## config.mk

```make
export PLATFORM = sky130hd
export DESIGN_NAME = ctsvf_ctrl
export DESIGN_NICKNAME = d
export VERILOG_FILES = /design/src/sv/ctsvf_pkg.sv /design/src/sv/ctsvf_ctrl.sv
export SDC_FILE = /design/constraint.sdc
export NUM_CORES = 1
export LEC_CHECK = 0
export ABC_CLOCK_PERIOD_IN_PS = 2100
export BUFFER_PORTS_ARGS = -buffer_cell sky130_fd_sc_hd__buf_2
export CORE_AREA = 2 2 39 41
export CTS_CLUSTER_SIZE = 40
export DETAILED_ROUTE_END_ITERATION = 8
export DIE_AREA = 0 0 41 43
export SYNTH_ARGS = -nofsm -noshare
export SYNTH_HDL_FRONTEND = slang
export SYNTH_SLANG_ARGS = --single-unit
```

## constraint.sdc

```tcl
create_clock -name clk -period 2.1 [get_ports clk]
set_clock_uncertainty 0.1 [all_clocks]
set_input_delay 0.21 -clock clk [delete_from_list [all_inputs] [get_ports clk]]
set_output_delay 0.21 -clock clk [all_outputs]
set_load 0.01 [all_outputs]
```

## src/sv/ctsvf_pkg.sv

```systemverilog
// Shared types, constants and arithmetic helpers for the cascaded TPT state-variable filter.
// No dependencies; imported by every module of the block.
package ctsvf_pkg;

	localparam int ACC_W      = 32;            // integrator and internal signal width
	localparam int COEF_SHIFT = 20;            // coefficient fraction bits
	localparam int G_W        = 24;
	localparam int R_W        = 24;
	localparam int H_W        = 21;
	localparam int SC_W       = 4;
	localparam int K_W        = R_W + 2;       // 2R + g
	localparam int PROD_W     = K_W + 1 + ACC_W;
	localparam int RND_W      = PROD_W - COEF_SHIFT;
	localparam int SUM_W      = RND_W + 2;
	localparam int STG_CNT_W  = SC_W + 1;
	localparam int APB_AW     = 5;
	localparam int APB_DW     = 32;

	localparam logic [G_W-1:0] G_RESET  = 24'd1048576;
	localparam logic [R_W-1:0] R_RESET  = 24'd1048576;
	localparam logic [H_W-1:0] H_RESET  = 21'd349525;
	localparam logic [SC_W-1:0] SC_RESET = 4'd1;

	localparam logic signed [PROD_W-1:0] RND_HALF = PROD_W'(2 ** (COEF_SHIFT - 1));

	typedef enum logic [2:0] {
		REG_CUTOFF   = 3'd0,
		REG_DAMPING  = 3'd1,
		REG_NORM     = 3'd2,
		REG_RESPONSE = 3'd3,
		REG_STAGES   = 3'd4,
		REG_VARIANT  = 3'd5
	} reg_idx_t;

	typedef enum logic [1:0] {
		RESP_LP    = 2'd0,
		RESP_BP    = 2'd1,
		RESP_HP    = 2'd2,
		RESP_NOTCH = 2'd3
	} resp_t;

	typedef enum logic [3:0] {
		OP_NONE,
		OP_LOAD,
		OP_READ,
		OP_MUL_KS1,
		OP_DIFF,
		OP_MUL_HD,
		OP_HP,
		OP_MUL_GHP,
		OP_BP,
		OP_MUL_GBP,
		OP_LP,
		OP_N2,
		OP_CLIP,
		OP_WRITE,
		OP_FINAL
	} dp_op_t;

	typedef enum logic [3:0] {
		ST_IDLE,
		ST_READ,
		ST_MKS,
		ST_DIFF,
		ST_MHD,
		ST_HP,
		ST_MGHP,
		ST_BP,
		ST_MGBP,
		ST_LP,
		ST_N2,
		ST_CLIP,
		ST_DIVW,
		ST_WRITE,
		ST_FINAL
	} ctrl_state_t;

	typedef struct packed {
		logic no_stages;
		logic last_stage;
		logic clip_on;
		logic div_done;
	} dp_sts_t;

	// unsigned coefficient times signed signal
	function automatic logic signed [PROD_W-1:0] coef_mul(input logic [K_W-1:0] coef,
		input logic signed [ACC_W-1:0] sig);
		logic signed [PROD_W-1:0] a;
		logic signed [PROD_W-1:0] b;
		a = signed'({{(PROD_W-K_W){1'b0}}, coef});
		b = {{(PROD_W-ACC_W){sig[ACC_W-1]}}, sig};
		return a * b;
	endfunction

	// shift right by COEF_SHIFT, round half up
	function automatic logic signed [RND_W-1:0] round_coef(input logic signed [PROD_W-1:0] p);
		logic signed [PROD_W-1:0] t;
		t = p + RND_HALF;
		return t[PROD_W-1:COEF_SHIFT];
	endfunction

	function automatic logic signed [ACC_W-1:0] sat_acc(input logic signed [SUM_W-1:0] v);
		logic fits;
		fits = (&v[SUM_W-1:ACC_W-1]) || !(|v[SUM_W-1:ACC_W-1]);
		if (fits)
			return v[ACC_W-1:0];
		else if (v[SUM_W-1])
			return {1'b1, {(ACC_W-1){1'b0}}};
		else
			return {1'b0, {(ACC_W-1){1'b1}}};
	endfunction

endpackage

```

## src/sv/ctsvf_ctrl.sv

```systemverilog
// Controller: sequences one sample through the stages and drives the channel handshakes.
// Depends on ctsvf_pkg.
module ctsvf_ctrl (
	input  logic               clk,
	input  logic               arst_n,
	input  logic               in_valid,
	output logic               in_stall,
	output logic               out_valid,
	input  logic               out_stall,
	input  ctsvf_pkg::dp_sts_t sts,
	output ctsvf_pkg::dp_op_t  op
);
	import ctsvf_pkg::*;

	ctrl_state_t state_q, state_nxt;
	logic        out_valid_q;
	logic        final_go;

	// result register free, or being emptied this cycle
	assign final_go = !(out_valid_q && out_stall);

	always_comb begin
		state_nxt = state_q;
		unique case (state_q)
			ST_IDLE:  if (in_valid) state_nxt = sts.no_stages ? ST_FINAL : ST_READ;
			ST_READ:  state_nxt = ST_MKS;
			ST_MKS:   state_nxt = ST_DIFF;
			ST_DIFF:  state_nxt = ST_MHD;
			ST_MHD:   state_nxt = ST_HP;
			ST_HP:    state_nxt = ST_MGHP;
			ST_MGHP:  state_nxt = ST_BP;
			ST_BP:    state_nxt = ST_MGBP;
			ST_MGBP:  state_nxt = ST_LP;
			ST_LP:    state_nxt = ST_N2;
			ST_N2:    state_nxt = sts.clip_on ? ST_CLIP : ST_WRITE;
			ST_CLIP:  state_nxt = ST_DIVW;
			ST_DIVW:  if (sts.div_done) state_nxt = ST_WRITE;
			ST_WRITE: state_nxt = sts.last_stage ? ST_FINAL : ST_READ;
			ST_FINAL: if (final_go) state_nxt = ST_IDLE;
			default:  state_nxt = ST_IDLE;
		endcase
	end

	always_comb begin
		op = OP_NONE;
		unique case (state_q)
			ST_IDLE:  if (in_valid) op = OP_LOAD;
			ST_READ:  op = OP_READ;
			ST_MKS:   op = OP_MUL_KS1;
			ST_DIFF:  op = OP_DIFF;
			ST_MHD:   op = OP_MUL_HD;
			ST_HP:    op = OP_HP;
			ST_MGHP:  op = OP_MUL_GHP;
			ST_BP:    op = OP_BP;
			ST_MGBP:  op = OP_MUL_GBP;
			ST_LP:    op = OP_LP;
			ST_N2:    op = OP_N2;
			ST_CLIP:  op = OP_CLIP;
			ST_DIVW:  op = OP_NONE;
			ST_WRITE: op = OP_WRITE;
			ST_FINAL: if (final_go) op = OP_FINAL;
			default:  op = OP_NONE;
		endcase
	end

	always_ff @(posedge clk or negedge arst_n) begin
		if (!arst_n) begin
			state_q     <= ST_IDLE;
			out_valid_q <= 1'b0;
		end else begin
			state_q <= state_nxt;
			if (state_q == ST_FINAL && final_go)
				out_valid_q <= 1'b1;
			else if (!out_stall)
				out_valid_q <= 1'b0;
		end
	end

	assign in_stall  = (state_q != ST_IDLE);
	assign out_valid = out_valid_q;

endmodule

```

Word level (Yosys, flattened, before mapping):

Index checks and enable logic that the tools add are counted.
Widths: inputs -> output; s select.

* equality and inequality tests: 18
* mux-type cells: 12
* reduce and logical (&&, ||, !) cells: 6

Operator list (number)
* $pmux 4 s15: 1
* $pmux 4 s14: 1
* $eq 4x4->1 const B: 7
* $mux 4: 6
* $eq 4x3->1 const B: 4
* $eq 4x2->1 const B: 2
* $ne 2x2->1 const B: 3
* $eq 4x1->1 const B: 1
* $logic_not 4->1: 1
* $reduce_bool 4->1: 1
* $mux 1: 3
* $mux 3: 1
* $reduce_and 3->1: 1
* $logic_and 1x1->1: 2
* $ne 2x1->1 const B: 1
* $logic_not 1->1: 1

* register bits after elaboration: 5
* input bits: 8
* output and inout bits: 6

Longest topological paths before layout:

* depth after elaboration: 4
* mapped depth: 6
* depth with buffers taken out: 4

Least setup slack after synthesis:

No wires, ideal clock.

* path type: register to register
* from: reg state_q[1]
* to: reg state_q[2]
* arrival: 1.278 ns
* data required time: 1.882 ns
* setup slack: 0.604 ns
* cell stages (with the launch flop): 6
* path buffers: 1
* period minus slack after synthesis: 1.496 ns
* cell sequence: dfrtp_1 > buf_6 > or4_4 > nor2_2 > a21oi_1 > a21o_1

* longest elaborated chain between the ends: 3
* elaborated cells between the ends (all ways): 20
* classes of those cells: 17 x eq/ne; 1 x mux; 2 x reduce/logical

Ends and longest elaborated chain
* from (decl): line ctsvf_ctrl.sv:15 `ctrl_state_t state_q, state_nxt;`
* from (signal assigned): line ctsvf_ctrl.sv:71 `state_q <= state_nxt;`
* $eq 4x4->1 / $logic_not 4->1 (equally long branches): line ctsvf_ctrl.sv:24 `unique case (state_q)`
* $ne 2x2->1 (no line)
* $reduce_and 3->1 (no line)

Several ways; a longest one is shown, not always the timed one.
A chain may end at the register's enable or synchronous reset.

Worst setup path in the final report:

* from: reg state_q[1]
* to: out in_stall

* longest elaborated chain between the ends: 1

Ends and longest elaborated chain
* $reduce_bool 4->1: line ctsvf_ctrl.sv:79 `assign in_stall = (state_q != ST_IDLE);`
* to (decl): line ctsvf_ctrl.sv:7 `output logic in_stall,`

No other way between the ends.

==> impl_results.md <==
- Status: finished, final reports clean
- Post-synth EDFFs: 0
- Register area share after synthesis: between 20 and 30%
- Routed vias/inst: between 5 and 6
- Cell chain of the critical path: or4_4 -> buf_2
- RSZ-0062 raised after global routing: false
- VDD IR-drop max: 0.892 mV
- Antenna violations before repair: 0
- Netlist cell types: 31
- Vias after detailed routing: 518
- Synth area leader: dfrtp_1
- Crit Path Max Fanout: 19
- Final setup violation count: 0
- Syn_nets: 79
- Die X: between 40 and 50 um
- ANT nets after route: 0
- Power Dens Cells: 1610 mW/mm2
- Slew Viols, Final: 0
- Register area: 125 um2
- Total power: 929 uW
- Total GRT Usage: 14.5%
- Pre-Repair DR Iteration Count: 4
- Iter 0 DRT Violations: 12
- Synthesized area: 498 um2
- Vias in the first global route: 428
- Routability cong.: 0.792
- Crit Path Class: reg2out
- CTS HTree Levels: 1
- Clk root buf: clkbuf_4
- Final min period: 1.83 ns
- Num CTS Buffers: 3
- Worst-path clk slew: roughly 0.04 ns
- CTS Buffer Depth: 2
- Synthesis-to-layout area growth: 15.8%
- CP top delay family: simple AND/OR/NAND/NOR gates
- Critical Path RT: about 1.8 ns
- Starting Density: 36.0%
- Setup TNS: 0 ns
- Share of the synthesized area in the top cell type: between 20% and 30%
- Fin. Hold Viols: 0
- CP Capture Type: primary output
- Non-Filler Instances: 98
- Largest net degree at the start of global routing: 20
- Overflow after GRT: 0
- # port buffers: 13
- # rows: 14
- Cells after DPL: 93
- Post-CTS setup buffers: 0
- IO Pins: 14
- Wire per inst: 10.5 um
- Synth Area per Inst: about 7.0 um2
- Critical path's largest stage delay: 0.57 ns
- Hold Path Class: in2reg
- Area used by multi-input combinational logic: 327 um2
- Skew-Pair Late Insertion Delay: between 0.2 and 0.25 ns
- Worst-margin pin slew: slightly above 0.5 ns
- Die height: 43 um
- Post-route DRC: 0
- Share of layout cells above drive strength 1: 22.0%
- Final-stage net count: 91
- Max-slew headroom: between 60% and 70%
- Synth area leaders: dfrtp_1 (25%), o21ai_0 (8.0%), nand2_1 (6.8%)
- Filler instances: 155
- Final period util: 87.2%
- Critical Path AT: around 1.5 ns
- Ys Warns: 0
- Peak Freq: 0.546 GHz
- Async S/R FF share, synth: 100%
- Max Cap Viol: 0
- Clock sink count: 5
- #FFs+latches synth: 5
- Syn Inst Count: between 70 and 80
- Cell at the slowest stage of the critical path: or4_4
- First-pass GRT wire length: approximately 1800 um
- Worst Setup Start Kind: flop
- Worst Path Buf+Inv: 1
- Synth Flop Type: dfrtp_1
- CTS tree: yes
- Lkg Pwr: between 0.0002 and 0.0003 uW
- ANT cells: 0
- Total wire length: approximately 1000 um
- Die Area: 0.00176 mm2
- Core area: 0.00138 mm2
- Final hold slack: 0.194 ns
stage by stage:
step | setup slack (ns) | instance area, um2 | util [%]
final | 0.270 | 577 | 41.7
after global routing | 0.116 | 577 | 41.7
after CTS | 0.255 | 577 | 41.7
after detailed placement | 0.435 | 541 | 39.1
after global placement | 0.456 | 541 | 39.1
after floorplan | 0.604 | 498 | -
per-layer routing:
metal,up-vias,global-route usage (%),wire length (um)
met2,14,19.4,485
met3,0,0,60
met4,0,8.00,0
met1,232,23.0,486
li1,272,-,-
met5,-,0,0
logic make-up after synthesis:
group                     after synthesis  share of synthesized area [%]
xor gates and xnor gates                1                           1.76
buffers and inverters                   8                           9.29
AOI/OAI and AO/OA                      26                           30.9
DFF                                     5                           25.1
and+or+nand+nor                        31                           32.9
Yosys cell counts (all sizes together), types with 2 or more instances:
master and n:
o21ai 11, nand2 9, nor2 8, a21oi 6, buf 5, dfrtp 5
nand2b 3, nor2b 3, a21o 2, and2 2, clkbuf 2
power by group:
part,switching (uW),internal (uW)
logic,266,266
clock network,35.8,71.6
registers,148,142
worst paths after layout:
kind / slack [ns] / end / start / depth (start not counted)
max in group asynchronous: 1.57 / out_valid$_DFFE_PN0P_ / arst_n / 2
hold / removal: 0.19 / out_valid$_DFFE_PN0P_ / out_stall / 3
min in group asynchronous: 0.21 / state_q[2]$_DFFE_PN0P_ / arst_n / 2
setup reg to reg: 0.44 / state_q[3]$_DFFE_PN0P_ / state_q[1]$_DFFE_PN0P_ / 4
hold reg to reg: 0.48 / out_valid$_DFFE_PN0P_ / out_valid$_DFFE_PN0P_ / 2
setup / recovery: 0.27 / in_stall / state_q[1]$_DFFE_PN0P_ / 2
state kept, by name (all words and copies together), names as in the netlist:
| signal | flops |
|---|---|
| state_q | 4 |
| out_valid | 1 |
area by class of cell:
type | count | share of cell area [%]
Inverter | 1 | 0.651
Tap cell | 16 | 3.47
Sequential cell | 5 | 21.7
Multi-Input combinational cell | 58 | 56.6
Timing Repair Buffer | 14 | 13.0
Clock buffer | 4 | 4.56
layout by cell type (no fill, tap or decap), types with 2 or more instances in the layout:
master	instances
buf_2	13
nand2_1	9
o21ai_0	8
nor2_1	7
a21oi_1	6
dfrtp_1	5
nand2b_1	3
o21ai_1	3
nor2b_1	3
clkbuf_4	3
and2_1	2
a21o_1	2
tightest hold or removal path: stages:
cell,delay [ns]
buf_2,0.07
nand2_1,0.10
o21ai_0,0.10
what timing repair did:
item                                    in CTS  in global routing
gates resized for setup                      0                  0
endpoints found under the setup margin       0                  0
hold buffers                                 1                  0
hold endpoints to repair                     5                  0
No activity file was read; power rests on OpenSTA's default activity.
